**src/hdl/pcx_rle_pkg.sv**
```systemverilog
package pcx_rle_pkg;

   localparam int MAX_DIM  = 4096;
   localparam int DIM_W    = $clog2(MAX_DIM + 1);
   localparam int POS_W    = $clog2(MAX_DIM);
   localparam int CFG_W    = 13;
   localparam int PLANE_W  = 2;
   localparam int BYTE_W   = 8;
   localparam int CNT_W    = 6;
   localparam int ADDR_W   = 26;
   localparam int RSP_W    = ((ADDR_W + BYTE_W + 7) / 8) * 8;
   localparam int CSR_IDX_W = 2;

   localparam logic [BYTE_W-1:0] MARKER_MASK = 8'hC0;
   localparam logic [BYTE_W-1:0] COUNT_MASK  = 8'h3F;

   typedef enum logic [CSR_IDX_W-1:0] {
      CSR_IMAGE_WIDTH  = 2'd0,
      CSR_IMAGE_HEIGHT = 2'd1,
      CSR_PLANE_COUNT  = 2'd2,
      CSR_LINE_BYTES   = 2'd3
   } csr_index_type;

   typedef enum logic [1:0] {
      ST_IDLE,
      ST_STEP,
      ST_FLUSH
   } ctl_state_type;

   typedef struct packed {
      logic load;
      logic step;
      logic flush;
   } ctl_cmd_type;

   typedef struct packed {
      logic start;
      logic emit;
      logic last_iter;
      logic hold_valid;
      logic out_free;
   } ctl_status_type;

   function automatic logic [DIM_W-1:0] clamp_dim(input logic [CFG_W-1:0] v);
      if (v == '0) begin
         return DIM_W'(1);
      end else if (32'(v) > MAX_DIM) begin
         return DIM_W'(MAX_DIM);
      end else begin
         return DIM_W'(v);
      end
   endfunction

endpackage

```
**src/hdl/pcx_rle_ctl.sv**
```systemverilog
module pcx_rle_ctl (
   input  logic                       clock,
   input  logic                       reset,
   input  logic                       req_tvalid,
   output logic                       req_tready,
   input  pcx_rle_pkg::ctl_status_type status,
   output pcx_rle_pkg::ctl_cmd_type    cmd
);
   import pcx_rle_pkg::*;

   ctl_state_type state_ff, state_in;
   logic          step_go;
   logic          flush_go;

   assign step_go  = (state_ff == ST_STEP) &&
                     !(status.emit && status.hold_valid && !status.out_free);
   assign flush_go = (state_ff == ST_FLUSH) && (!status.hold_valid || status.out_free);

   always_comb begin
      state_in = state_ff;
      unique case (state_ff)
         ST_IDLE: begin
            if (req_tvalid && status.start) state_in = ST_STEP;
         end
         ST_STEP: begin
            if (step_go && status.last_iter) state_in = ST_FLUSH;
         end
         ST_FLUSH: begin
            if (flush_go) state_in = ST_IDLE;
         end
         default: state_in = ST_IDLE;
      endcase
   end

   always_comb begin
      req_tready = (state_ff == ST_IDLE);
      cmd.load   = (state_ff == ST_IDLE) && req_tvalid;
      cmd.step   = step_go;
      cmd.flush  = flush_go;
   end

   always_ff @(posedge clock) begin
      if (reset) begin
         state_ff <= ST_IDLE;
      end else begin
         state_ff <= state_in;
      end
   end

endmodule

```
**src/hdl/pcx_rle_dp.sv**
```systemverilog
module pcx_rle_dp (
   input  logic                                  clock,
   input  logic                                  reset,
   input  logic [pcx_rle_pkg::BYTE_W-1:0]        req_tdata,
   input  logic                                  csr_we,
   input  logic [pcx_rle_pkg::CSR_IDX_W-1:0]     csr_index,
   input  logic [pcx_rle_pkg::CFG_W-1:0]         csr_wdata,
   input  pcx_rle_pkg::ctl_cmd_type              cmd,
   output pcx_rle_pkg::ctl_status_type           status,
   output logic                                  rsp_tvalid,
   input  logic                                  rsp_tready,
   output logic [pcx_rle_pkg::RSP_W-1:0]         rsp_tdata,
   output logic                                  rsp_tlast,
   output logic                                  rsp_tuser
);
   import pcx_rle_pkg::*;

   // configuration
   logic [CFG_W-1:0]   width_ff, height_ff, lbytes_ff;
   logic [PLANE_W-1:0] planes_ff;

   // decode state
   logic               pending_ff, pending_in;
   logic [CNT_W-1:0]   run_len_ff, run_len_in;
   logic [CNT_W-1:0]   cnt_ff, cnt_in;
   logic [BYTE_W-1:0]  byte_ff, byte_in;
   logic [POS_W-1:0]   col_ff, col_in;
   logic [PLANE_W-1:0] plane_ff, plane_in;
   logic [POS_W-1:0]   row_ff, row_in;
   logic [ADDR_W-1:0]  row_base_ff, row_base_in;
   logic               finished_ff, finished_in;

   // held result of the current byte, not yet known to be its last
   logic               hold_valid_ff, hold_valid_in;
   logic [BYTE_W-1:0]  hold_value_ff, hold_value_in;
   logic [ADDR_W-1:0]  hold_addr_ff, hold_addr_in;
   logic               hold_done_ff, hold_done_in;

   // output register
   logic               out_valid_ff, out_valid_in;
   logic [BYTE_W-1:0]  out_value_ff, out_value_in;
   logic [ADDR_W-1:0]  out_addr_ff, out_addr_in;
   logic               out_last_ff, out_last_in;
   logic               out_done_ff, out_done_in;

   logic [DIM_W-1:0]     w_eff, h_eff, lb_eff, last_col;
   logic [PLANE_W-1:0]   np_eff;
   logic                 is_marker;
   logic [DIM_W-1:0]     col_inc, row_inc;
   logic [PLANE_W:0]     plane_inc;
   logic                 col_wrap, plane_wrap, row_end;
   logic                 emit, done_now, out_free, out_push;
   logic [DIM_W+PLANE_W-1:0] plane_off, row_stride;
   logic [ADDR_W-1:0]    addr_now;

   assign w_eff    = clamp_dim(width_ff);
   assign h_eff    = clamp_dim(height_ff);
   assign lb_eff   = clamp_dim(lbytes_ff);
   assign np_eff   = (planes_ff == '0) ? PLANE_W'(1) : planes_ff;
   assign last_col = ((w_eff < lb_eff) ? w_eff : lb_eff) - DIM_W'(1);

   assign is_marker  = (req_tdata & MARKER_MASK) == MARKER_MASK;
   assign col_inc    = DIM_W'(col_ff) + DIM_W'(1);
   assign row_inc    = DIM_W'(row_ff) + DIM_W'(1);
   assign plane_inc  = {1'b0, plane_ff} + (PLANE_W+1)'(1);
   assign col_wrap   = col_inc >= lb_eff;
   assign plane_wrap = plane_inc >= {1'b0, np_eff};
   assign row_end    = row_inc >= h_eff;

   assign emit       = DIM_W'(col_ff) < w_eff;
   assign plane_off  = (DIM_W+PLANE_W)'(plane_ff) * (DIM_W+PLANE_W)'(w_eff);
   assign row_stride = (DIM_W+PLANE_W)'(np_eff) * (DIM_W+PLANE_W)'(w_eff);
   assign addr_now   = row_base_ff + ADDR_W'(plane_off) + ADDR_W'(col_ff);
   assign done_now   = (DIM_W'(row_ff) == h_eff - DIM_W'(1)) &&
                       (plane_ff == np_eff - PLANE_W'(1)) &&
                       (DIM_W'(col_ff) == last_col);

   assign out_free = !out_valid_ff || rsp_tready;
   assign out_push = (cmd.step && emit && hold_valid_ff) || (cmd.flush && hold_valid_ff);

   always_comb begin
      status.start      = !finished_ff && !(is_marker && !pending_ff) &&
                          (!pending_ff || (run_len_ff != '0));
      status.emit       = emit;
      status.last_iter  = (cnt_ff == CNT_W'(1)) || (col_wrap && plane_wrap && row_end);
      status.hold_valid = hold_valid_ff;
      status.out_free   = out_free;
   end

   always_comb begin
      pending_in    = pending_ff;
      run_len_in    = run_len_ff;
      cnt_in        = cnt_ff;
      byte_in       = byte_ff;
      col_in        = col_ff;
      plane_in      = plane_ff;
      row_in        = row_ff;
      row_base_in   = row_base_ff;
      finished_in   = finished_ff;
      hold_valid_in = hold_valid_ff;
      hold_value_in = hold_value_ff;
      hold_addr_in  = hold_addr_ff;
      hold_done_in  = hold_done_ff;

      if (cmd.load && !finished_ff) begin
         byte_in = req_tdata;
         if (!pending_ff && is_marker) begin
            pending_in = 1'b1;
            run_len_in = CNT_W'(req_tdata & COUNT_MASK);
         end else begin
            cnt_in     = pending_ff ? run_len_ff : CNT_W'(1);
            pending_in = 1'b0;
            run_len_in = '0;
         end
      end

      if (cmd.step) begin
         cnt_in = cnt_ff - CNT_W'(1);
         if (emit) begin
            hold_valid_in = 1'b1;
            hold_value_in = byte_ff;
            hold_addr_in  = addr_now;
            hold_done_in  = done_now;
         end
         if (col_wrap) begin
            col_in = '0;
            if (plane_wrap) begin
               plane_in    = '0;
               row_base_in = row_base_ff + ADDR_W'(row_stride);
               row_in      = POS_W'(row_inc);
               if (row_end) finished_in = 1'b1;
            end else begin
               plane_in = PLANE_W'(plane_inc);
            end
         end else begin
            col_in = POS_W'(col_inc);
         end
      end

      if (cmd.flush) hold_valid_in = 1'b0;
   end

   always_comb begin
      out_valid_in = out_valid_ff && !rsp_tready;
      out_value_in = out_value_ff;
      out_addr_in  = out_addr_ff;
      out_last_in  = out_last_ff;
      out_done_in  = out_done_ff;
      if (out_push) begin
         out_valid_in = 1'b1;
         out_value_in = hold_value_ff;
         out_addr_in  = hold_addr_ff;
         out_last_in  = cmd.flush;
         out_done_in  = hold_done_ff;
      end
   end

   always_ff @(posedge clock) begin
      if (reset) begin
         width_ff  <= CFG_W'(1);
         height_ff <= CFG_W'(1);
         planes_ff <= PLANE_W'(1);
         lbytes_ff <= CFG_W'(1);
      end else if (csr_we) begin
         unique case (csr_index)
            CSR_IMAGE_WIDTH:  width_ff  <= csr_wdata;
            CSR_IMAGE_HEIGHT: height_ff <= csr_wdata;
            CSR_PLANE_COUNT:  planes_ff <= csr_wdata[PLANE_W-1:0];
            CSR_LINE_BYTES:   lbytes_ff <= csr_wdata;
            default: ;
         endcase
      end
   end

   always_ff @(posedge clock) begin
      if (reset) begin
         pending_ff    <= 1'b0;
         run_len_ff    <= '0;
         cnt_ff        <= '0;
         col_ff        <= '0;
         plane_ff      <= '0;
         row_ff        <= '0;
         row_base_ff   <= '0;
         finished_ff   <= 1'b0;
         hold_valid_ff <= 1'b0;
         out_valid_ff  <= 1'b0;
      end else begin
         pending_ff    <= pending_in;
         run_len_ff    <= run_len_in;
         cnt_ff        <= cnt_in;
         col_ff        <= col_in;
         plane_ff      <= plane_in;
         row_ff        <= row_in;
         row_base_ff   <= row_base_in;
         finished_ff   <= finished_in;
         hold_valid_ff <= hold_valid_in;
         out_valid_ff  <= out_valid_in;
      end
   end

   always_ff @(posedge clock) begin
      byte_ff       <= byte_in;
      hold_value_ff <= hold_value_in;
      hold_addr_ff  <= hold_addr_in;
      hold_done_ff  <= hold_done_in;
      out_value_ff  <= out_value_in;
      out_addr_ff   <= out_addr_in;
      out_last_ff   <= out_last_in;
      out_done_ff   <= out_done_in;
   end

   assign rsp_tvalid = out_valid_ff;
   assign rsp_tdata  = {(RSP_W - ADDR_W - BYTE_W)'(0), out_addr_ff, out_value_ff};
   assign rsp_tlast  = out_last_ff;
   assign rsp_tuser  = out_done_ff;

   a_push_no_overwrite: assert property (@(posedge clock) disable iff (reset)
      out_push |-> out_free)
      else $error("output register overwritten while stalled");

   a_no_step_after_end: assert property (@(posedge clock) disable iff (reset)
      cmd.step |-> (!finished_ff && (cnt_ff != '0)))
      else $error("iteration issued with no work left");

   a_flush_empties_hold: assert property (@(posedge clock) disable iff (reset)
      cmd.flush |=> !hold_valid_ff)
      else $error("held result survived end of byte");

endmodule

```
**src/hdl/pcx_rle_image_decoder.sv**
```systemverilog
// pcx run-length image decoder
// req_* carries the compressed stream, one byte per word. a byte with both
// top bits set is a run marker whose low six bits repeat the next byte;
// any other byte is a single literal. each decoded byte is placed on a
// scan line of plane_count planes of line_bytes bytes, and bytes in columns
// below image_width leave on rsp_* with their linear output address.
// rsp_tlast marks the final word caused by one input byte, rsp_tuser the
// word that completes the last row. bytes after the last row are taken and
// dropped. csr_* writes the four geometry registers while the block is idle;
// the user must keep to this, as the block itself has no guard for it. a
// marker or dropped byte is taken in idle alone; a repeated byte takes one
// iteration of the position counters per repeat, then a flush to hand over
// the held last word. each word passes the held and output registers, and
// the single position/address unit takes a new byte only after the flush.
// reset returns all geometry registers to 1 and clears the position.
// a stalled receiver holds the output register, which stops the run after
// at most one further word and stops intake until it drains.
module pcx_rle_image_decoder (
   input  logic                              clock,
   input  logic                              reset,
   input  logic                              req_tvalid,
   output logic                              req_tready,
   input  logic [pcx_rle_pkg::BYTE_W-1:0]    req_tdata,   // data_byte
   output logic                              rsp_tvalid,
   input  logic                              rsp_tready,
   output logic [pcx_rle_pkg::RSP_W-1:0]     rsp_tdata,   // pixel_value, pixel_address
   output logic                              rsp_tlast,   // last_of_run
   output logic                              rsp_tuser,   // image_done
   input  logic                              csr_we,
   input  logic [pcx_rle_pkg::CSR_IDX_W-1:0] csr_index,
   input  logic [pcx_rle_pkg::CFG_W-1:0]     csr_wdata
);
   import pcx_rle_pkg::*;

   ctl_cmd_type    cmd;
   ctl_status_type status;

   pcx_rle_ctl u_ctl (
      .clock      (clock),
      .reset      (reset),
      .req_tvalid (req_tvalid),
      .req_tready (req_tready),
      .status     (status),
      .cmd        (cmd)
   );

   pcx_rle_dp u_dp (
      .clock      (clock),
      .reset      (reset),
      .req_tdata  (req_tdata),
      .csr_we     (csr_we),
      .csr_index  (csr_index),
      .csr_wdata  (csr_wdata),
      .cmd        (cmd),
      .status     (status),
      .rsp_tvalid (rsp_tvalid),
      .rsp_tready (rsp_tready),
      .rsp_tdata  (rsp_tdata),
      .rsp_tlast  (rsp_tlast),
      .rsp_tuser  (rsp_tuser)
   );

endmodule

```
**config.mk**
```make
export PLATFORM = sky130hd
export DESIGN_NAME = pcx_rle_image_decoder
export DESIGN_NICKNAME = d
export VERILOG_FILES = /design/src/hdl/pcx_rle_pkg.sv /design/src/hdl/pcx_rle_ctl.sv /design/src/hdl/pcx_rle_dp.sv /design/src/hdl/pcx_rle_image_decoder.sv
export SDC_FILE = /design/constraint.sdc
export NUM_CORES = 1
export LEC_CHECK = 0
export ABC_AREA = 0
export BUFFER_PORTS_ARGS = -buffer_cell sky130_fd_sc_hd__buf_2
export CAP_MARGIN = 20
export CORE_ASPECT_RATIO = 0.7
export CORE_MARGIN = 5
export CORE_UTILIZATION = 64
export CTS_BUF_LIST = sky130_fd_sc_hd__clkbuf_8
export DETAILED_ROUTE_END_ITERATION = 10
export GPL_TIMING_DRIVEN = 0
export MAX_ROUTING_LAYER = met4
export PLACE_DENSITY = 0.89
export SETUP_SLACK_MARGIN = 0.4
export SYNTH_ARGS = -nofsm -noshare
export SYNTH_HDL_FRONTEND = slang
export SYNTH_SLANG_ARGS = --single-unit
export TNS_END_PERCENT = 50
```
**constraint.sdc**
```tcl
create_clock -name clock -period 7.5 [get_ports clock]
set_input_delay 2.25 -clock clock [delete_from_list [all_inputs] [get_ports clock]]
set_output_delay 2.25 -clock clock [all_outputs]
set_load 0.005 [all_outputs]
```
==> results of run 1 <==
power breakdown:
part	total [µW]	switching, µW	internal (µW)
logic	609	398	211
registers	1240	45.2	1190
clock network	739	466	273
layer usage:
layer,track usage (%),vias up
li1,-,5055
met1,40.6,5082
met2,44.5,595
met3,8.09,91
met4,10.5,0
met5,-,-
final timing paths:
kind / from / endpoint / slack, ns / cells past startpoint
max: u_dp.width_ff[12] / u_dp.hold_done_ff / 1.21 / 21
min: u_dp.byte_ff[2] / u_dp.hold_value_ff[2] / 0.41 / 0
max reg2reg: u_dp.width_ff[12] / u_dp.hold_done_ff / 1.21 / 21
min reg2reg: u_dp.byte_ff[2] / u_dp.hold_value_ff[2] / 0.41 / 0
worst reg2reg max path: stages, from the launching register on:
cell	delay, ns
dfxtp_1	0.44
clkbuf_1	0.34
clkbuf_1	0.52
nor2b_1	0.11
clkbuf_1	0.35
ha_1	0.43
nand4_1	0.09
nor2_1	0.15
o311ai_1	0.14
nand3_2	0.18
buf_2	0.28
buf_1	0.43
nor2_1	0.07
a31oi_1	0.17
ha_1	0.27
xnor2_1	0.15
or4_1	0.61
nor4_2	0.24
nand4b_1	0.28
nor4_2	0.33
nand4_1	0.18
nor4_2	0.35
registers in the layout, summed over array words and instances (netlist names), 2 cells and up:
signal              cells
u_dp.row_base_ff       26
u_dp.out_value_ff       8
u_dp.plane_ff           2
u_dp.run_len_ff         6
u_dp.planes_ff          2
u_dp.row_ff            12
u_dp.cnt_ff             6
u_dp.out_addr_ff       26
u_dp.hold_value_ff      8
u_dp.hold_addr_ff      26
u_dp.height_ff         13
u_dp.col_ff            12
u_ctl.state_ff          2
u_dp.width_ff          13
u_dp.lbytes_ff         13
u_dp.byte_ff            8
per-stage QoR:
stage          instances  setup slack, ns  utilization, %  hold WS, ns
5_1_grt             1773            0.745            71.5        0.415
3_5_place_dp        1741             1.28            69.1        0.405
3_3_place_gp        1740           0.0313            69.0        0.401
4_1_cts             1773             1.24            71.5        0.413
6_report            1773             1.21            71.5        0.407
2_1_floorplan       1411             1.82               -        0.400
cell usage in the layout, fill, tap and decap left out, types with 8 or more instances in the layout:
| cell | instances |
|---|---|
| inv_1 | 98 |
| ha_1 | 95 |
| edfxtp_1 | 79 |
| nand2b_1 | 11 |
| nor3_1 | 31 |
| nor2b_1 | 23 |
| and3_1 | 24 |
| clkbuf_8 | 17 |
| xor2_1 | 44 |
| nand3_1 | 23 |
| a31oi_1 | 17 |
| clkbuf_1 | 49 |
| a21oi_1 | 110 |
| a22oi_1 | 9 |
| o21bai_1 | 8 |
| dfxtp_1 | 111 |
| a21o_1 | 9 |
| nor2_1 | 101 |
| nand3b_1 | 12 |
| o21a_1 | 16 |
| nand2_1 | 224 |
| buf_2 | 73 |
| fa_1 | 38 |
| nor4_1 | 8 |
| xnor2_1 | 44 |
| or3_1 | 14 |
| mux2i_1 | 18 |
| o21ai_0 | 51 |
| nand4_1 | 13 |
kinds of logic after synthesis:
kind of cell             after synthesis
buffers and inverters                169
adder cells (fa/ha/maj)              133
AND/OR/NAND/NOR                      530
AO/OA/AOI/OAI                        274
flip-flops                           190
XOR/XNOR                              88
multiplexers                          21
other                                  1
layout make-up:
type,instances,area (µm²)
buffer,69,295
clock buffer,17,234
clock inverter,15,216
fill,1443,5430
inverter,100,375
multi-input combinational,1052,7210
sequential,190,4590
tap,264,330
timing repair buffer,66,345
==> impl_metrics.json, run 1 <==
{
  "status": "finished clean",
  "worstPathRequired_ns": 7.79,
  "power_density_nw_per_um2": 190,
  "cp-end-kind": "flop",
  "clk_latency_ns": 0.50,
  "coreArea_um2": 19000,
  "ys_ff_latch": 190,
  "drtPass1Iterations": 6,
  "max_slew_margin_pct": 41.0,
  "synthDistinctLibCells": 75,
  "dr_wl_met2_um": 14000,
  "setup_viol": 0,
  "grt_use_total_pct": 30.2,
  "hold_buffers": 0,
  "met3WireLength_um": 3570,
  "clk_pin_slew_ns": 0.13,
  "die_height_um": 127,
  "die_width_um": 177,
  "wl_met1_um": 13800,
  "grt_pass1_wl_um": 52600,
  "clockBufferDepth": 2,
  "final_area_um2": 13600,
  "pin_count": 72,
  "dpl-instance-area_um2": 13100,
  "avgSynthCellArea_um2": 8.85,
  "synthAdderAreaFrac_pct": 15.7,
  "drtIter0Drc": 1154,
  "finalWirelength_um": 32200,
  "yosys-top-cells-count": "nand2_1, dfxtp_1, a21oi_1, nor2_1, inv_1",
  "synth_compound_gate_area_share_pct": 13.7,
  "crit_arrival_ns": 6.58,
  "ys_seq_area_share_pct": 36.9,
  "routed_via_density": 6.10,
  "cts_buffers": 17,
  "rows": 42,
  "htreeDepth": 4,
  "final.min_clock_period_ns": 6.29,
  "start_util_pct": 65.4,
  "yosysTopAreaCell": "edfxtp_1",
  "post_cts_buffers": 0,
  "grt_max_degree": 37,
  "first_global_vias": 10500,
  "hp-class": "reg -> reg",
  "slowest_stage": "or4_1",
  "fmax_mhz": 159,
  "antenna_found_initial": 0,
  "yosysMostFrequentCell": "nand2_1",
  "drc": 0,
  "gp_congestion": 0.986,
  "startpoint_type": "flop",
  "grt_overflow": 0,
  "port_buffers": 65,
  "synthSimpleGateAreaFrac_pct": 20.4,
  "antenna_left": 0,
  "synthCells": 1406,
  "diodes": 0,
  "setup_tns_ns": 0,
  "synth_xor_area_share_pct": 6.19,
  "ctsResizeCount": 0,
  "top_layer": "met4",
  "synthFlopType": "dfxtp_1",
  "final_hold_viol_count": 0,
  "syn_area_um2": 12400,
  "crit_path_cell_trace": "clkbuf_1 > clkbuf_1 > nor2b_1 > clkbuf_1 > ha_1 > nand4_1 > nor2_1 > o311ai_1 > nand3_2 > buf_2 > buf_1 > nor2_1 > a31oi_1 > ha_1 > xnor2_1 > or4_1 > nor4_2 > nand4b_1 > nor4_2 > nand4_1 > nor4_2",
  "wl_per_cell_um": 18.2,
  "critPathBufInv": 5,
  "synth_top_family_by_area": "simple AND/OR/NAND/NOR gates",
  "syn_to_final_growth_pct": 9.26,
  "rsz0062_at_grt": "false",
  "tritoncts": "yes",
  "tritoncts_num_sinks": 190,
  "synth_area_leaders": "edfxtp_1, dfxtp_1, ha_1",
  "maxCapViolCount": 0,
  "root_buffer": "clkbuf_8",
  "total_power_uw": 2590,
  "yosysWarnings": 0,
  "synth_top_area_share_pct": 19.1,
  "clock_skew_ns": 0.0224,
  "slew_viol_final": 0,
  "nets": 1657,
  "p_leak_uw": 0.00574,
  "async_flop_share_pct": 0,
  "critPathTopFamily": "simple AND/OR/NAND/NOR gates",
  "worst_pin_slew_ns": 0.885,
  "vias": 10800,
  "cp_max_fo": 10,
  "dieArea_um2": 22400,
  "place.detailed.hpwl_um": 24600,
  "slowest_delay_ns": 0.61,
  "peakVddDrop_mv": 0.145,
  "critPathKind": "reg -> reg",
  "synth_mux_area_share_pct": 1.72,
  "min_period_over_period_pct": 83.9,
  "synth-edff-count": 79,
  "drive_above_1_share_pct": 9.15
}
(Power assumes the default switching activity.)
==> run 2, diff against run 1 <==
ABC_AREA = 1   (was 0)
clock period = 6.2 ns   (was 7.5 ns; I/O delays follow)
==> run 2 against run 1 <==
Against the previous run: sequential power up 33%; setup slack worse by 0.33 ns; fmax up 18%; sequential cell count unchanged; worst hold slack better by 0.024 ns; highest routed layer unchanged.
==> impl_metrics.json, run 2 <==
{
  "synth_xor_area_share_pct": 5.51,
  "place.detailed.hpwl_um": 28300,
  "slowest_delay_ns": 0.55,
  "antenna_found_initial": 0,
  "first_global_vias": 11300,
  "drc": 0,
  "clk_pin_slew_ns": 0.13,
  "ys_seq_area_share_pct": 35.7,
  "min_period_over_period_pct": 85.9,
  "hp-class": "reg -> reg",
  "crit_arrival_ns": 5.66,
  "drive_above_1_share_pct": 9.32,
  "reg_top3": "u_dp.hold_addr_ff: 26 flops, u_dp.out_addr_ff: 26 flops, u_dp.row_base_ff: 26 flops",
  "total_power_uw": 4260,
  "root_buffer": "clkbuf_8",
  "wl_per_cell_um": 17.8,
  "combPwrFrac_pct": 39.3,
  "synth_compound_gate_area_share_pct": 11.7,
  "yosysTopAreaCell": "edfxtp_1",
  "rsz0062_at_grt": "false",
  "synth_top_family_by_area": "simple AND/OR/NAND/NOR gates",
  "finalWirelength_um": 36100,
  "n_fill_cell": 1597,
  "r2r_slack_ns": 0.87,
  "synthDistinctLibCells": 54,
  "ys_ff_latch": 190,
  "tritoncts_num_sinks": 190,
  "internal_power_uw": 2420,
  "rows": 43,
  "critPathTopFamily": "simple AND/OR/NAND/NOR gates",
  "clockBufferDepth": 2,
  "peakVddDrop_mv": 0.147,
  "pwr-share-seq_pct": 38.8,
  "antenna_left": 0,
  "status": "finished clean",
  "max_slew_margin_pct": 37.8,
  "synthFlopType": "dfxtp_1",
  "final_common_cell": "nand2_1",
  "final_hold_viol_count": 0,
  "synth_top_area_share_pct": 18.4,
  "diodes": 0,
  "dieArea_um2": 23100,
  "cp-end-kind": "flop",
  "critPathBufInv": 2,
  "p_sw_share_pct": 43.1,
  "async_flop_share_pct": 0,
  "start_util_pct": 65.1,
  "dpl-instance-area_um2": 13600,
  "drtIter0Drc": 1409,
  "hold_buffers": 0,
  "setup_tns_ns": 0,
  "grt_pass1_wl_um": 57900,
  "grt_max_degree": 25,
  "syn_area_um2": 12900,
  "pin_count": 72,
  "setup_viol": 0,
  "final_cell_mix": "nand2_1, inv_1, nor2_1",
  "yosysWarnings": 0,
  "yosys-top-cells-count": "nand2_1, inv_1, nor2_1, a21oi_1, dfxtp_1",
  "yosysMostFrequentCell": "nand2_1",
  "switchingPower_uw": 1840,
  "p_leak_uw": 0.00656,
  "clock_skew_ns": 0.0169,
  "power_density_nw_per_um2": 302,
  "grt_use_total_pct": 32.2,
  "coreArea_um2": 19800,
  "die_height_um": 129,
  "htreeDepth": 4,
  "synthCells": 1656,
  "startpoint_type": "flop",
  "drtPass1Iterations": 6,
  "worst_pin_slew_ns": 0.925,
  "syn_to_final_growth_pct": 9.27,
  "final.min_clock_period_ns": 5.33,
  "nets": 1908,
  "clk_latency_ns": 0.51,
  "cp_max_fo": 10,
  "worstPathRequired_ns": 6.53,
  "final_area_um2": 14100,
  "synthAdderAreaFrac_pct": 15.1,
  "slew_viol_final": 0,
  "clkPwrFrac_pct": 21.9,
  "gp_congestion": 1.03,
  "crit_top_cell": "nor2_1",
  "tritoncts": "yes",
  "cts_buffers": 17,
  "holdWs_ns": 0.431,
  "synth_area_leaders": "edfxtp_1, dfxtp_1, nand2_1",
  "slowest_stage": "a21oi_2",
  "vias": 11900,
  "die_width_um": 180,
  "synthSimpleGateAreaFrac_pct": 23.6,
  "fmax_mhz": 188,
  "routed_via_density": 5.84,
  "avgSynthCellArea_um2": 7.78,
  "synth-edff-count": 79,
  "grt_overflow": 0,
  "critPathKind": "reg -> reg",
  "port_buffers": 64,
  "maxCapViolCount": 0,
  "synth_mux_area_share_pct": 0
}
==> run 2: cell types whose count changed after synthesis, sizes merged, moves of 22 or more <==
cell / before / now
nand3: 25 / 103
a21oi: 110 / 139
o21ai: 53 / 93
nor2: 103 / 161
inv: 100 / 224
clkbuf: 49 / 27
and3: 25 / 1
nand2: 224 / 381
xnor2: 44 / 21
nor2b: 23 / 0
==> run 2: cells by family after synthesis <==
kind of cell / count (synthesis)
simple gates: 699
compound gates: 277
buf+inv: 275
flops: 190
fa+ha+maj: 133
xor+xnor: 81
other cells: 1
==> run 2: layer usage <==
metal | wire length (µm) | global-route usage [%] | up-vias | share of wire, %
li1 | - | - | 5598 | -
met1 | 15400 | 44.3 | 5477 | 43
met2 | 15600 | 48.3 | 705 | 43
met3 | 4210 | 6.78 | 84 | 12
met4 | 943 | 10.2 | 0 | 2.6
met5 | 0 | - | - | 0
==> run 2: layout make-up <==
cell class / instances / area (µm²) / area share [%]
inverters: 227 / 853 / 6.06
plain buffers: 48 / 234 / 1.66
well taps: 270 / 338 / 2.40
clock buffers: 17 / 234 / 1.66
multi-input cells: 1196 / 7220 / 51.3
repair buffers: 67 / 380 / 2.70
clock inverters: 15 / 221 / 1.57
flip-flops and latches: 190 / 4590 / 32.6
==> run 2: worst paths after layout <==
| check | cells after the start | start | endpoint |
|---|---|---|---|
| max | 28 | u_dp.width_ff[5] | u_dp.hold_done_ff |
| min | 0 | u_dp.hold_addr_ff[0] | u_dp.out_addr_ff[0] |
| max reg2reg | 28 | u_dp.width_ff[5] | u_dp.hold_done_ff |
| min reg2reg | 0 | u_dp.hold_addr_ff[0] | u_dp.out_addr_ff[0] |
==> run 2: power by group through the flow <==
stage / clock, µW / sequential (µW) / combinational, µW
floorplan: 0 / 1620 / 1180
global route: 989 / 1660 / 1850
finish: 933 / 1650 / 1670
global placement: 0 / 1660 / 1520
CTS: 932 / 1640 / 1630
detailed placement: 0 / 1670 / 1610
==> run 2: repair_timing <==
action / 4_1_cts / 5_1_grt
setup buffers: 0 / 0
endpoints found under the setup margin: 0 / 1
gates resized for setup: 0 / 1
==> run 2: through the flow <==
step                      std cells  worst slack [ns]  utilization (%)
after floorplan                1661              1.93                -
after global placement         1995              1.05             68.5
after detailed placement       1998             0.997             68.8
after CTS                      2030             0.904             71.1
after global routing           2030             0.508             71.1
final                          2030             0.874             71.1
==> run 2: worst reg2reg max path, delay by kind of cell, from the launching register on <==
family | cells | cell delay (ns)
and+or+nand+nor | 23 | 3.33
adders and majority gates | 2 | 0.70
DFF | 1 | 0.36
AOI/OAI and AO/OA | 1 | 0.55
buffers and inverters | 2 | 0.20
